<file path="config.mk">
export PLATFORM = sky130hd
export DESIGN_NAME = screen_frame_parser
export DESIGN_NICKNAME = d
export VERILOG_FILES = /design/src/sv/sfp_pkg.sv /design/src/sv/sfp_front.sv /design/src/sv/sfp_back.sv /design/src/sv/screen_frame_parser.sv
export SDC_FILE = /design/constraint.sdc
export NUM_CORES = 1
export LEC_CHECK = 0
export BUFFER_PORTS_ARGS = -buffer_cell sky130_fd_sc_hd__buf_4
export CAP_MARGIN = 5
export CELL_PAD_IN_SITES_DETAIL_PLACEMENT = 0
export CELL_PAD_IN_SITES_GLOBAL_PLACEMENT = 1
export CORE_MARGIN = 2
export CORE_UTILIZATION = 52
export CTS_CLUSTER_DIAMETER = 30
export DETAILED_ROUTE_END_ITERATION = 8
export PLACE_DENSITY_LB_ADDON = 0.2
export SLEW_MARGIN = 20
export SYNTH_ARGS = -nofsm -noshare
export SYNTH_HDL_FRONTEND = slang
export SYNTH_SLANG_ARGS = --single-unit
</file>
<file path="constraint.sdc">
create_clock -name clock -period 7.56 [get_ports clock]
set_input_delay 0.378 -clock clock [delete_from_list [all_inputs] [get_ports clock]]
set_output_delay 0.378 -clock clock [all_outputs]
set_load 0.02 [all_outputs]
</file>
<file path="src/sv/sfp_pkg.sv">
// Shared types and constants for the screen frame parser.
// No dependencies; imported by the front, back and top level modules.
`default_nettype none

package sfp_pkg;

   localparam int MAX_TEXT = 16;
   localparam int IDX_W = (MAX_TEXT > 1) ? $clog2(MAX_TEXT) : 1;
   localparam int CNT_W = $clog2(MAX_TEXT + 1);

   localparam int QUEUE_DEPTH = 4;
   localparam int QPTR_W = $clog2(QUEUE_DEPTH);
   localparam int QCNT_W = $clog2(QUEUE_DEPTH + 1);

   localparam logic [7:0] SYNC_BYTE = 8'h55;
   localparam logic [7:0] END_BYTE = 8'hFF;

   localparam logic [15:0] FLAG_FRAME = 16'h1000;
   localparam logic [15:0] FLAG_FREQ = 16'h0001;
   localparam logic [15:0] FLAG_AMP = 16'h0010;
   localparam logic [15:0] FLAG_ADC = 16'h0100;
   localparam logic [15:0] FLAG_PAGE = 16'h000F;

   // Item as classified by the front end.
   typedef struct packed {
      logic       clear;
      logic       is_sync;
      logic       is_end;
      logic [7:0] data;
   } item_type;

endpackage

`default_nettype wire

</file>
<file path="src/sv/sfp_front.sv">
// Front end: accepts items, classifies them and queues them for the back end.
// Depends on sfp_pkg.
`default_nettype none

module sfp_front (
   input  wire logic             clock,
   input  wire logic             reset,
   input  wire logic             req_push,
   output logic                  req_full,
   input  wire logic             req_func,
   input  wire logic [7:0]       req_rx_byte,
   output logic                  q_valid,
   output sfp_pkg::item_type     q_item,
   input  wire logic             q_take
);
   import sfp_pkg::*;

   item_type              q_mem_ff [QUEUE_DEPTH];
   logic [QPTR_W-1:0]     wr_ptr_ff, wr_ptr_in;
   logic [QPTR_W-1:0]     rd_ptr_ff, rd_ptr_in;
   logic [QCNT_W-1:0]     count_ff, count_in;
   logic                  push_ok;
   logic                  take_ok;
   item_type              new_item;

   assign req_full = (count_ff == QCNT_W'(QUEUE_DEPTH));
   assign q_valid  = (count_ff != '0);
   assign q_item   = q_mem_ff[rd_ptr_ff];
   assign push_ok  = req_push && !req_full;
   assign take_ok  = q_take && q_valid;

   always_comb begin
      new_item.clear   = req_func;
      new_item.is_sync = (req_rx_byte == SYNC_BYTE);
      new_item.is_end  = (req_rx_byte == END_BYTE);
      new_item.data    = req_rx_byte;
   end

   always_comb begin
      wr_ptr_in = push_ok ? wr_ptr_ff + QPTR_W'(1) : wr_ptr_ff;
      rd_ptr_in = take_ok ? rd_ptr_ff + QPTR_W'(1) : rd_ptr_ff;
      count_in  = count_ff;
      if (push_ok && !take_ok) begin
         count_in = count_ff + QCNT_W'(1);
      end else if (!push_ok && take_ok) begin
         count_in = count_ff - QCNT_W'(1);
      end
   end

   always_ff @(posedge clock) begin
      if (reset) begin
         wr_ptr_ff <= '0;
         rd_ptr_ff <= '0;
         count_ff  <= '0;
      end else begin
         wr_ptr_ff <= wr_ptr_in;
         rd_ptr_ff <= rd_ptr_in;
         count_ff  <= count_in;
      end
   end

   always_ff @(posedge clock) begin
      if (push_ok) begin
         q_mem_ff[wr_ptr_ff] <= new_item;
      end
   end

endmodule

`default_nettype wire

</file>
<file path="src/sv/sfp_back.sv">
// Back end: frame state machine, text buffer, decimal conversion and result slot.
// Depends on sfp_pkg; fed by sfp_front.
`default_nettype none

module sfp_back (
   input  wire logic               clock,
   input  wire logic               reset,
   input  wire logic               q_valid,
   input  wire sfp_pkg::item_type  q_item,
   output logic                    q_take,
   output logic                    rsp_empty,
   input  wire logic               rsp_pop,
   output logic                    rsp_frame_done,
   output logic                    rsp_frame_kind,
   output logic [15:0]             rsp_flag_word,
   output logic signed [31:0]      rsp_frequency,
   output logic signed [31:0]      rsp_amplitude,
   output logic signed [31:0]      rsp_adc_value
);
   import sfp_pkg::*;

   localparam logic [3:0] PH_HEADER  = 4'd0;
   localparam logic [3:0] PH_TYPE    = 4'd1;
   localparam logic [3:0] PH_SUBTYPE = 4'd2;
   localparam logic [3:0] PH_LENJUMP = 4'd3;
   localparam logic [3:0] PH_TARGET  = 4'd4;
   localparam logic [3:0] PH_TEXT    = 4'd5;
   localparam logic [3:0] PH_END1    = 4'd6;
   localparam logic [3:0] PH_END2    = 4'd7;
   localparam logic [3:0] PH_END3    = 4'd8;

   localparam logic ST_RUN  = 1'b0;
   localparam logic ST_CONV = 1'b1;

   localparam logic [1:0] SUB_FREQ = 2'd0;
   localparam logic [1:0] SUB_AMP  = 2'd1;
   localparam logic [1:0] SUB_ADC  = 2'd2;
   localparam logic [1:0] SUB_NONE = 2'd3;

   localparam logic [7:0] CH_PLUS  = 8'h2B;
   localparam logic [7:0] CH_MINUS = 8'h2D;
   localparam logic [7:0] CH_ZERO  = 8'h30;
   localparam logic [7:0] CH_NINE  = 8'h39;
   localparam logic [7:0] CH_SPACE = 8'h20;
   localparam logic [7:0] CH_TAB   = 8'h09;
   localparam logic [7:0] CH_CR    = 8'h0D;

   localparam logic [31:0] MAG_LIMIT = 32'h8000_0000;
   localparam logic [31:0] POS_LIMIT = 32'h7FFF_FFFF;

   logic [7:0]        text_mem [MAX_TEXT];
   logic [7:0]        ch_ff;

   logic              state_ff, state_in;
   logic [3:0]        phase_ff, phase_in;
   logic              kind_ff, kind_in;
   logic [1:0]        sub_ff, sub_in;
   logic              jump_ff, jump_in;
   logic [7:0]        target_ff, target_in;
   logic [CNT_W-1:0]  len_ff, len_in;
   logic [CNT_W-1:0]  pos_ff, pos_in;
   logic [15:0]       flags_ff, flags_in;
   logic [31:0]       freq_ff, freq_in;
   logic [31:0]       amp_ff, amp_in;
   logic [31:0]       adc_ff, adc_in;

   logic [CNT_W-1:0]  cv_idx_ff, cv_idx_in;
   logic              cv_digits_ff, cv_digits_in;
   logic              cv_neg_ff, cv_neg_in;
   logic [31:0]       cv_mag_ff, cv_mag_in;

   logic              out_valid_ff, out_valid_in;
   logic              out_done_ff, out_done_in;
   logic              out_kind_ff, out_kind_in;

   logic              store_we;
   logic              out_load;
   logic              cv_finish;
   logic              is_blank, is_digit, is_sign;
   logic [3:0]        digit;
   logic [35:0]       mag_sum;
   logic [31:0]       mag_next;
   logic [31:0]       cv_value;
   logic [7:0]        b;

   assign b         = q_item.data;
   assign q_take    = q_valid && (state_ff == ST_RUN) && (!out_valid_ff || rsp_pop);
   assign rsp_empty = !out_valid_ff;

   // Value registers only change when a new result enters the slot.
   assign rsp_frame_done = out_done_ff;
   assign rsp_frame_kind = out_kind_ff;
   assign rsp_flag_word  = flags_ff;
   assign rsp_frequency  = freq_ff;
   assign rsp_amplitude  = amp_ff;
   assign rsp_adc_value  = adc_ff;

   // Character classification of the buffered byte
   always_comb begin
      is_blank = (ch_ff == CH_SPACE) || ((ch_ff >= CH_TAB) && (ch_ff <= CH_CR));
      is_digit = (ch_ff >= CH_ZERO) && (ch_ff <= CH_NINE);
      is_sign  = (ch_ff == CH_PLUS) || (ch_ff == CH_MINUS);
      digit    = 4'(ch_ff - CH_ZERO);
      mag_sum  = ({4'b0, cv_mag_ff} << 3) + ({4'b0, cv_mag_ff} << 1) + {32'b0, digit};
      mag_next = (mag_sum > {4'b0, MAG_LIMIT}) ? MAG_LIMIT : mag_sum[31:0];
      if (cv_neg_ff) begin
         cv_value = 32'd0 - cv_mag_ff;
      end else begin
         cv_value = (cv_mag_ff > POS_LIMIT) ? POS_LIMIT : cv_mag_ff;
      end
   end

   always_comb begin
      state_in     = state_ff;
      phase_in     = phase_ff;
      kind_in      = kind_ff;
      sub_in       = sub_ff;
      jump_in      = jump_ff;
      target_in    = target_ff;
      len_in       = len_ff;
      pos_in       = pos_ff;
      flags_in     = flags_ff;
      freq_in      = freq_ff;
      amp_in       = amp_ff;
      adc_in       = adc_ff;
      cv_idx_in    = cv_idx_ff;
      cv_digits_in = cv_digits_ff;
      cv_neg_in    = cv_neg_ff;
      cv_mag_in    = cv_mag_ff;
      out_done_in  = out_done_ff;
      out_kind_in  = out_kind_ff;
      out_load     = 1'b0;
      store_we     = 1'b0;
      cv_finish    = 1'b0;

      unique case (state_ff)
         ST_RUN: begin
            if (q_take) begin
               out_load    = 1'b1;
               out_done_in = 1'b0;
               out_kind_in = 1'b0;
               if (q_item.clear) begin
                  flags_in = '0;
               end else begin
                  unique case (phase_ff)
                     PH_TYPE: begin
                        if (b == 8'd0) begin
                           kind_in  = 1'b0;
                           phase_in = PH_SUBTYPE;
                        end else if (b == 8'd1) begin
                           kind_in  = 1'b1;
                           phase_in = PH_LENJUMP;
                        end else begin
                           phase_in = PH_HEADER;
                        end
                     end
                     PH_SUBTYPE: begin
                        if (b == 8'd0) begin
                           sub_in = SUB_FREQ;
                        end else if (b == 8'd1) begin
                           sub_in = SUB_AMP;
                        end else if (b == 8'd2) begin
                           sub_in = SUB_ADC;
                        end else begin
                           sub_in = SUB_NONE;
                        end
                        phase_in = PH_LENJUMP;
                     end
                     PH_LENJUMP: begin
                        jump_in = (b == 8'd1);
                        if (!kind_ff) begin
                           len_in   = CNT_W'(b);
                           pos_in   = '0;
                           phase_in = ((b != 8'd0) && (b <= 8'(MAX_TEXT))) ? PH_TEXT
                                                                           : PH_HEADER;
                        end else begin
                           phase_in = PH_TARGET;
                        end
                     end
                     PH_TARGET: begin
                        target_in = b;
                        phase_in  = PH_END1;
                     end
                     PH_TEXT: begin
                        store_we = (pos_ff < CNT_W'(MAX_TEXT));
                        pos_in   = pos_ff + CNT_W'(1);
                        if (pos_in >= len_ff) begin
                           phase_in = PH_END1;
                        end
                     end
                     PH_END1: begin
                        phase_in = q_item.is_end ? PH_END2 : PH_HEADER;
                     end
                     PH_END2: begin
                        phase_in = q_item.is_end ? PH_END3 : PH_HEADER;
                     end
                     PH_END3: begin
                        phase_in = PH_HEADER;
                        if (q_item.is_end) begin
                           if (kind_ff) begin
                              out_done_in = 1'b1;
                              out_kind_in = 1'b1;
                              if (jump_ff) begin
                                 flags_in = (flags_ff & ~FLAG_PAGE) | FLAG_ADC
                                            | {12'b0, target_ff[3:0]};
                              end else begin
                                 flags_in = flags_ff | {8'b0, target_ff};
                              end
                           end else if (sub_ff == SUB_NONE) begin
                              out_done_in = 1'b1;
                              flags_in    = flags_ff | FLAG_FRAME;
                           end else begin
                              // result goes out when the conversion finishes
                              out_load     = 1'b0;
                              state_in     = ST_CONV;
                              cv_idx_in    = '0;
                              cv_digits_in = 1'b0;
                              cv_neg_in    = 1'b0;
                              cv_mag_in    = '0;
                           end
                        end
                     end
                     default: begin
                        phase_in = q_item.is_sync ? PH_TYPE : PH_HEADER;
                     end
                  endcase
               end
            end
         end
         ST_CONV: begin
            if (cv_idx_ff >= len_ff) begin
               cv_finish = 1'b1;
            end else if (!cv_digits_ff) begin
               if (is_blank) begin
                  cv_idx_in = cv_idx_ff + CNT_W'(1);
               end else if (is_sign) begin
                  cv_neg_in    = (ch_ff == CH_MINUS);
                  cv_digits_in = 1'b1;
                  cv_idx_in    = cv_idx_ff + CNT_W'(1);
               end else if (is_digit) begin
                  cv_mag_in    = {28'b0, digit};
                  cv_digits_in = 1'b1;
                  cv_idx_in    = cv_idx_ff + CNT_W'(1);
               end else begin
                  cv_finish = 1'b1;
               end
            end else begin
               if (is_digit) begin
                  cv_mag_in = mag_next;
                  cv_idx_in = cv_idx_ff + CNT_W'(1);
               end else begin
                  cv_finish = 1'b1;
               end
            end

            if (cv_finish) begin
               state_in    = ST_RUN;
               out_load    = 1'b1;
               out_done_in = 1'b1;
               out_kind_in = 1'b0;
               case (sub_ff)
                  SUB_FREQ: begin
                     freq_in  = cv_value;
                     flags_in = flags_ff | FLAG_FRAME | FLAG_FREQ;
                  end
                  SUB_AMP: begin
                     amp_in   = cv_value;
                     flags_in = flags_ff | FLAG_FRAME | FLAG_AMP;
                  end
                  SUB_ADC: begin
                     adc_in   = cv_value;
                     flags_in = flags_ff | FLAG_FRAME | FLAG_ADC;
                  end
                  default: begin
                     flags_in = flags_ff | FLAG_FRAME;
                  end
               endcase
            end
         end
         default: begin
            state_in = ST_RUN;
         end
      endcase

      if (out_load) begin
         out_valid_in = 1'b1;
      end else if (rsp_pop) begin
         out_valid_in = 1'b0;
      end else begin
         out_valid_in = out_valid_ff;
      end
   end

   always_ff @(posedge clock) begin
      if (reset) begin
         state_ff     <= ST_RUN;
         phase_ff     <= PH_HEADER;
         kind_ff      <= 1'b0;
         sub_ff       <= SUB_FREQ;
         jump_ff      <= 1'b0;
         target_ff    <= '0;
         len_ff       <= '0;
         pos_ff       <= '0;
         flags_ff     <= '0;
         freq_ff      <= '0;
         amp_ff       <= '0;
         adc_ff       <= '0;
         out_valid_ff <= 1'b0;
      end else begin
         state_ff     <= state_in;
         phase_ff     <= phase_in;
         kind_ff      <= kind_in;
         sub_ff       <= sub_in;
         jump_ff      <= jump_in;
         target_ff    <= target_in;
         len_ff       <= len_in;
         pos_ff       <= pos_in;
         flags_ff     <= flags_in;
         freq_ff      <= freq_in;
         amp_ff       <= amp_in;
         adc_ff       <= adc_in;
         out_valid_ff <= out_valid_in;
      end
   end

   always_ff @(posedge clock) begin
      cv_idx_ff    <= cv_idx_in;
      cv_digits_ff <= cv_digits_in;
      cv_neg_ff    <= cv_neg_in;
      cv_mag_ff    <= cv_mag_in;
      out_done_ff  <= out_done_in;
      out_kind_ff  <= out_kind_in;
   end

   // Text buffer: written while text arrives, read one character ahead of the walk.
   always_ff @(posedge clock) begin
      if (store_we) begin
         text_mem[pos_ff[IDX_W-1:0]] <= b;
      end
      ch_ff <= text_mem[cv_idx_in[IDX_W-1:0]];
   end

endmodule

`default_nettype wire

</file>
<file path="src/sv/screen_frame_parser.sv">
// Screen frame parser: serial byte frame decoder with flag and value registers.
// Usage:
//   Input channel (req_): push an item with req_push while req_full is low.
//     req_func = 0 carries a received byte in req_rx_byte; req_func = 1 clears
//     the flag word. A four-entry queue buffers items ahead of the parser.
//   Result channel (rsp_): every item gives exactly one result, shown while
//     rsp_empty is low and taken with rsp_pop. It carries frame_done/kind and
//     the current flag word and frequency, amplitude and ADC value registers.
//   Timing: the result slot is registered, loaded when the parser takes the item
//     from the queue. Most items are handled as they are taken; the closing
//     trailer byte of a data frame with subtype 0..2 holds the parser while the
//     character-at-a-time decimal conversion walks the text buffer (at most
//     MAX_TEXT characters).
//   Stall: while a result waits untaken, the parser holds and items collect
//     in the queue until req_full rises; nothing is lost or reordered.
//   Reset (synchronous, active high): the parser returns to header hunting,
//     the queue and result slot empty, and all flag and value registers clear.
// Depends on sfp_pkg, sfp_front and sfp_back.
`default_nettype none

module screen_frame_parser (
   input  wire logic          clock,
   input  wire logic          reset,
   input  wire logic          req_push,
   output logic               req_full,
   input  wire logic          req_func,
   input  wire logic [7:0]    req_rx_byte,
   output logic               rsp_empty,
   input  wire logic          rsp_pop,
   output logic               rsp_frame_done,
   output logic               rsp_frame_kind,
   output logic [15:0]        rsp_flag_word,
   output logic signed [31:0] rsp_frequency,
   output logic signed [31:0] rsp_amplitude,
   output logic signed [31:0] rsp_adc_value
);
   import sfp_pkg::*;

   logic     q_valid;
   logic     q_take;
   item_type q_item;

   sfp_front u_front (
      .clock       (clock),
      .reset       (reset),
      .req_push    (req_push),
      .req_full    (req_full),
      .req_func    (req_func),
      .req_rx_byte (req_rx_byte),
      .q_valid     (q_valid),
      .q_item      (q_item),
      .q_take      (q_take)
   );

   sfp_back u_back (
      .clock          (clock),
      .reset          (reset),
      .q_valid        (q_valid),
      .q_item         (q_item),
      .q_take         (q_take),
      .rsp_empty      (rsp_empty),
      .rsp_pop        (rsp_pop),
      .rsp_frame_done (rsp_frame_done),
      .rsp_frame_kind (rsp_frame_kind),
      .rsp_flag_word  (rsp_flag_word),
      .rsp_frequency  (rsp_frequency),
      .rsp_amplitude  (rsp_amplitude),
      .rsp_adc_value  (rsp_adc_value)
   );

endmodule

`default_nettype wire

</file>
; ---- Word level (Yosys, flattened, before mapping)
; Memories as Yosys holds them, arrays and structs flattened. A register that Yosys moved wholly into a read port is not among the register bits.
; Cells that the tools add are included.
[totals]
reg_bits = 188
ram_bits = 172
elab_cells = 263
memories = 2
[classes]
addsub = 10
n_lt_le_gt_ge = 10
n_eq_ne = 46
n_mux = 120
bitwise = 5
reduce_logical = 43
[mem_list]
columns = name, words, width, rd, rd_ports_with_merged_regs, write_ports, line_no
row1 = u_back.text_mem, 16, 8, 1, 1, 1, sfp_back.sv:51  ; logic [7:0] text_mem [MAX_TEXT];
row2 = u_front.q_mem_ff, 4, 11, 1, 1, 1, sfp_front.sv:18  ; item_type q_mem_ff [QUEUE_DEPTH];
[ops]
columns = op, count
row1 = $mux 32, 15
row2 = $mux 16, 7
row3 = $pmux 32 s2, 1
row4 = $mux 1, 60
row5 = $mux 5, 12
row6 = $add 35x33->36, 1
row7 = $add 36x4->36, 1
row8 = $gt 36x32->1 const B, 1
row9 = $ne 2x2->1 const B, 17
row10 = $gt 32x31->1 const B, 1
row11 = $pmux 16 s2, 1
row12 = $pmux 4 s8, 1
row13 = $sub 1x32->32 const A, 1
row14 = $pmux 9 s3, 1
row15 = $reduce_and 5->1, 5
row16 = $eq 8x6->1 const B, 3
row17 = $reduce_and 8->1, 3
row18 = $pmux 5 s2, 2
row19 = $eq 4x3->1 const B, 4
row20 = $mux 4, 4
row21 = $or 16x4->16, 1
row22 = $or 16x8->16, 1
row23 = $reduce_and 4->1, 4
row24 = $ne 3x3->1 const B, 5
row25 = other kinds (43), 82

; ---- Logic depth before layout (Yosys ltp)
[depth]
word_depth = 11
mapped_depth = 14
ltp_nobuf = 13

; ---- By module
; From an unflattened synthesis, not the netlist that was laid out.
[unflattened]
hier_cells = 1787
hier_area_um2 = 18499.0
[by_module_without_submodules]
columns = module, n_inst, cells_per_inst, area_per_inst_um2, seq_area_each_um2
row1 = sfp_back, 1, 1677, 16414.5, 7877.6
row2 = sfp_front, 1, 110, 2084.5, 1501.4

; ---- Least setup slack after synthesis
; OpenSTA, ideal clock, no wires.
[synth_path]
path_kind = register -> register
startpoint = register u_back.cv_mag_ff[2]
endpoint = register u_back.cv_mag_ff[10], data pin
setup_ns = 0.153
arrival_time_ns = 3.788
required_ns = 7.407
path_slack_ns = 3.620
path_stages_with_launch = 14
n_path_buf = 1
synth_period_minus_slack_ns = 3.940
cell_sequence = edfxtp_1 > inv_1 > fa_1 > fa_1 > nand2b_1 > a211oi_1 > nor2_1 > o31ai_1 > xnor2_1 > nand3_1 > nor4bb_1 > a31oi_2 > buf_6 > nor3b_2
[synth_via]
elab_chain_cells = 8
[synth_lines]
columns = item, line_no
row1 = "start, declared", sfp_back.sv:70  ; logic [31:0] cv_mag_ff, cv_mag_in;
row2 = "start signal, assigned", sfp_back.sv:330  ; cv_mag_ff <= cv_mag_in;
row3 = $add 35x33->36 *, sfp_back.sv:104  ; mag_sum = ({4'b0, cv_mag_ff} << 3) + ({4'b0, cv_mag_ff} << 1) + {32'b0, digit};
row4 = $add 36x4->36 *, sfp_back.sv:104
row5 = $gt 36x32->1, sfp_back.sv:105  ; mag_next = (mag_sum > {4'b0, MAG_LIMIT}) ? MAG_LIMIT : mag_sum[31:0];
row6 = $mux 32 *, sfp_back.sv:105
row7 = $mux 32 *, sfp_back.sv:248  ; if (is_digit) begin
row8 = $mux 32 *, sfp_back.sv:233  ; end else if (!cv_digits_ff) begin
row9 = $mux 32 *, sfp_back.sv:231  ; if (cv_idx_ff >= len_ff) begin
row10 = $pmux 32 s2 *, sfp_back.sv:136  ; unique case (state_ff)
; Mark *: on every way between the ends. The rest lies on a longest branch, timed or not. The select of a mux whose other input is x is not followed.
; A chain may end at the register's enable or synchronous reset.

; ---- Final worst setup path
[layout_path]
startpoint = register u_back.cv_mag_ff[2]
endpoint = register u_back.cv_mag_ff[3], data pin
; The elaborated chain is that of the path after synthesis.

==> impl_metrics.tcl <==
set metrics [dict create \
    yosysUniqueCellTypes 84 \
    power_switching_share_pct 23.7 \
    yosys.area.top_type "edfxtp_1" \
    grt_usage_pct 25.3 \
    rows 68 \
    io_buffers 122 \
    synth_common_cells "244 x nand2_1, 209 x edfxtp_1, 155 x dfxtp_1" \
    synth-seq-cells 364 \
    skew_ps 24.5 \
    setup_tns_ps 0 \
    synth_edf_count 209 \
    clk_pin_slew_ps 50 \
    clockPowerShare_pct 54.8 \
    place_congestion 0.893 \
    viasPerCell 5.79 \
    die_y_um 191 \
    worstPathRequired_ps 7950 \
    syn_to_final_growth_pct 21.2 \
    yosysSeqAreaShare_pct 51.5 \
    use_met2_pct 44.1 \
    drc 0 \
    cts_buffers 78 \
    ys_async_sr_fraction_pct 0 \
    cts_max_level 3 \
    synthCells 1711 \
    ant_nets 0 \
    period_needed_ps 4600 \
    io_pins 129 \
    crit_type "register to register" \
    cp-start-kind "register" \
    drtIter0Drc 1106 \
    worst_pin_slew_ps 1110 \
    p_leak_nw 8.77 \
    drv_cap 0 \
    power.internal_w 0.00469 \
    fin_nets 1952 \
    hpwl_um 31300 \
    crit_fanout 24 \
    grt_overflow_total 0 \
    fin_util_pct 63.9 \
    start_util_pct 52.7 \
    yosys_warnings 0 \
    die_w_um 191 \
    endpoint_kind "register" \
    hold_class "input port to register" \
    grt_pass1_vias 13300 \
    grt_max_degree 94 \
    synth_flop_cell "edfxtp_1" \
    post_cts_buffers 0 \
    drv_slew 0 \
    arrival_ps 4990 \
    antennaDiodeCount 0 \
    synth.most_common_cell "nand2_1" \
    max_freq_mhz 217 \
    globalRouteMet1Util_pct 31.9 \
    root_buffer "clkbuf_16" \
    max_stage_delay_ps 560 \
    crit_buf_inv 2 \
    syn_area_um2 18200 \
    cts_tree "done" \
    synth_area_per_cell_um2 10.6 \
    setup_viol 0 \
    synth_area_leaders "edfxtp_1 34%, dfxtp_1 17%, ha_1 6.1%, mux2i_1 5.3%, nand2_1 5.0%" \
    die_area_um2 36500 \
    power.density_nw_per_um2 279 \
    power.switching_w 0.00146 \
    vias 13700 \
    wl_per_cell_um 19.4 \
    core_area_um2 34500 \
    use_met3_pct 3.82 \
    grt_pass1_wl_um 72600 \
    firstDrtPassIters 7 \
    ir_drop_v 0.000240 \
    seqPwrFrac_pct 37.4 \
    path_cells "inv_1 -> fa_1 -> fa_1 -> nand2b_1 -> a211oi_1 -> nor2_1 -> o31ai_1 -> xnor2_1 -> nand3_1 -> nor4bb_1 -> a31oi_2 -> buf_4 -> o31ai_1" \
    routed_wl_um 45900 \
    drive_gt1_share_pct 18.1 \
    synth_top_cell_area_share_pct 34.5 \
    grt_setup_unrepaired "false" \
    post-route-period-util_pct 60.9 \
    slew_headroom_pct 25.7 \
    crit_family "compound AO/OA/AOI/OAI gates" \
    cp_slowest_cell "a211oi_1" \
    antenna_found_initial 0 \
    finalHoldViolations 0 \
    status "completed" \
    grt.busiest_layer "met2" \
    pwr-share-comb_pct 7.8 \
    clk_latency_ps 580 \
    cts_buffer_depth 3 \
    cts.sink_count 364 \
]
## layout by cell type, fill, tap and decap left out, types with 14 or more instances in the layout
master	count
nand2_1	244
edfxtp_1	209
dfxtp_1	155
a21oi_1	144
buf_4	139
nor2_1	134
mux2i_1	96
ha_1	89
clkbuf_16	79
o21ai_0	40
inv_1	38
nor3_1	38
xnor2_1	26
a211oi_1	26
a31oi_1	22
nand4_1	22
nand3_1	21
a21o_1	21
mux2_2	19
a221o_1	18
nand2b_1	16
xor2_1	15
and2_1	14
## cells by family after synthesis
kind of cell               share of synthesized area [%]
AOI/OAI and AO/OA                                   12.6
buffers and inverters                               3.46
xor gates and xnor gates                            1.97
DFF                                                 51.5
other                                             0.0206
and+or+nand+nor                                     16.0
muxes                                               7.94
adders and majority gates                           6.45
## stage by stage
step	instance area, um^2	setup slack (ps)	hold slack [ps]	power [W]	std cells
final	22100	2960	18.3	0.00615	2364
after global routing	22100	2590	6.46	0.00635	2364
after CTS	22100	2990	0.135	0.00619	2364
after detailed placement	19400	3010	447	0.00282	2220
after global placement	19400	3180	444	0.00281	2220
after floorplan	18200	3620	457	0.00265	1716
## timing repair
item | 4_1_cts | 5_1_grt
resized for setup | 0 | 0
hold buffers | 2 | 0
endpoints found under the hold margin | 8 | 0
## sequential cells by signal, indices dropped and copies added, names as in the netlist, 4 cells and up, named ones only
register,count
u_back.ch_ff,8
u_back.cv_idx_ff,5
u_back.cv_mag_ff,32
u_back.len_ff,5
u_back.phase_ff,4
u_back.pos_ff,5
u_back.rsp_adc_value,32
u_back.rsp_amplitude,32
u_back.rsp_flag_word,10
u_back.rsp_frequency,32
u_back.target_ff,8
u_back.text_mem,128
u_front.q_mem_ff,44
## power by group through the flow
| stage | sequential (W) | combinational (W) | clock, W |
|---|---|---|---|
| after global routing | 0.00231 | 0.000532 | 0.00351 |
| after global placement | 0.00233 | 0.000475 | 0 |
| after floorplan | 0.00231 | 0.000337 | 0 |
| final | 0.00230 | 0.000480 | 0.00337 |
| after CTS | 0.00230 | 0.000486 | 0.00341 |
| after detailed placement | 0.00233 | 0.000482 | 0 |
## worst paths after layout
| kind | start | end | slack [ps] | cells past startpoint |
|---|---|---|---|---|
| max | u_back.cv_mag_ff[2]$_SDFFCE_PN0P_ | u_back.cv_mag_ff[3]$_SDFFCE_PN0P_ | 2960 | 13 |
| min | req_func | u_front.q_mem_ff[3][10]$_DFFE_PP_ | 20 | 1 |
| max reg2reg | u_back.cv_mag_ff[2]$_SDFFCE_PN0P_ | u_back.cv_mag_ff[3]$_SDFFCE_PN0P_ | 2960 | 13 |
| min reg2reg | u_back.rsp_adc_value[19]$_SDFFE_PP0P_ | u_back.rsp_adc_value[19]$_SDFFE_PP0P_ | 450 | 2 |
## layout make-up
class	instances	area (um^2)
inverters	40	150
clock inverters	46	556
flip-flops and latches	364	9380
repair buffers	141	1060
multi-input cells	1222	8230
fillers	2782	12500
well taps	455	569
clock buffers	96	2110
## metal layers
layer / part of all wire (%) / vias to the layer above / wire, um
li1: - / 6594 / -
met2: 50 / 410 / 23100
met5: 0 / - / 0
met1: 42 / 6570 / 19300
met3: 4.6 / 103 / 2100
met4: 3.1 / 0 / 1430
Power figures use the tool's default switching activity.
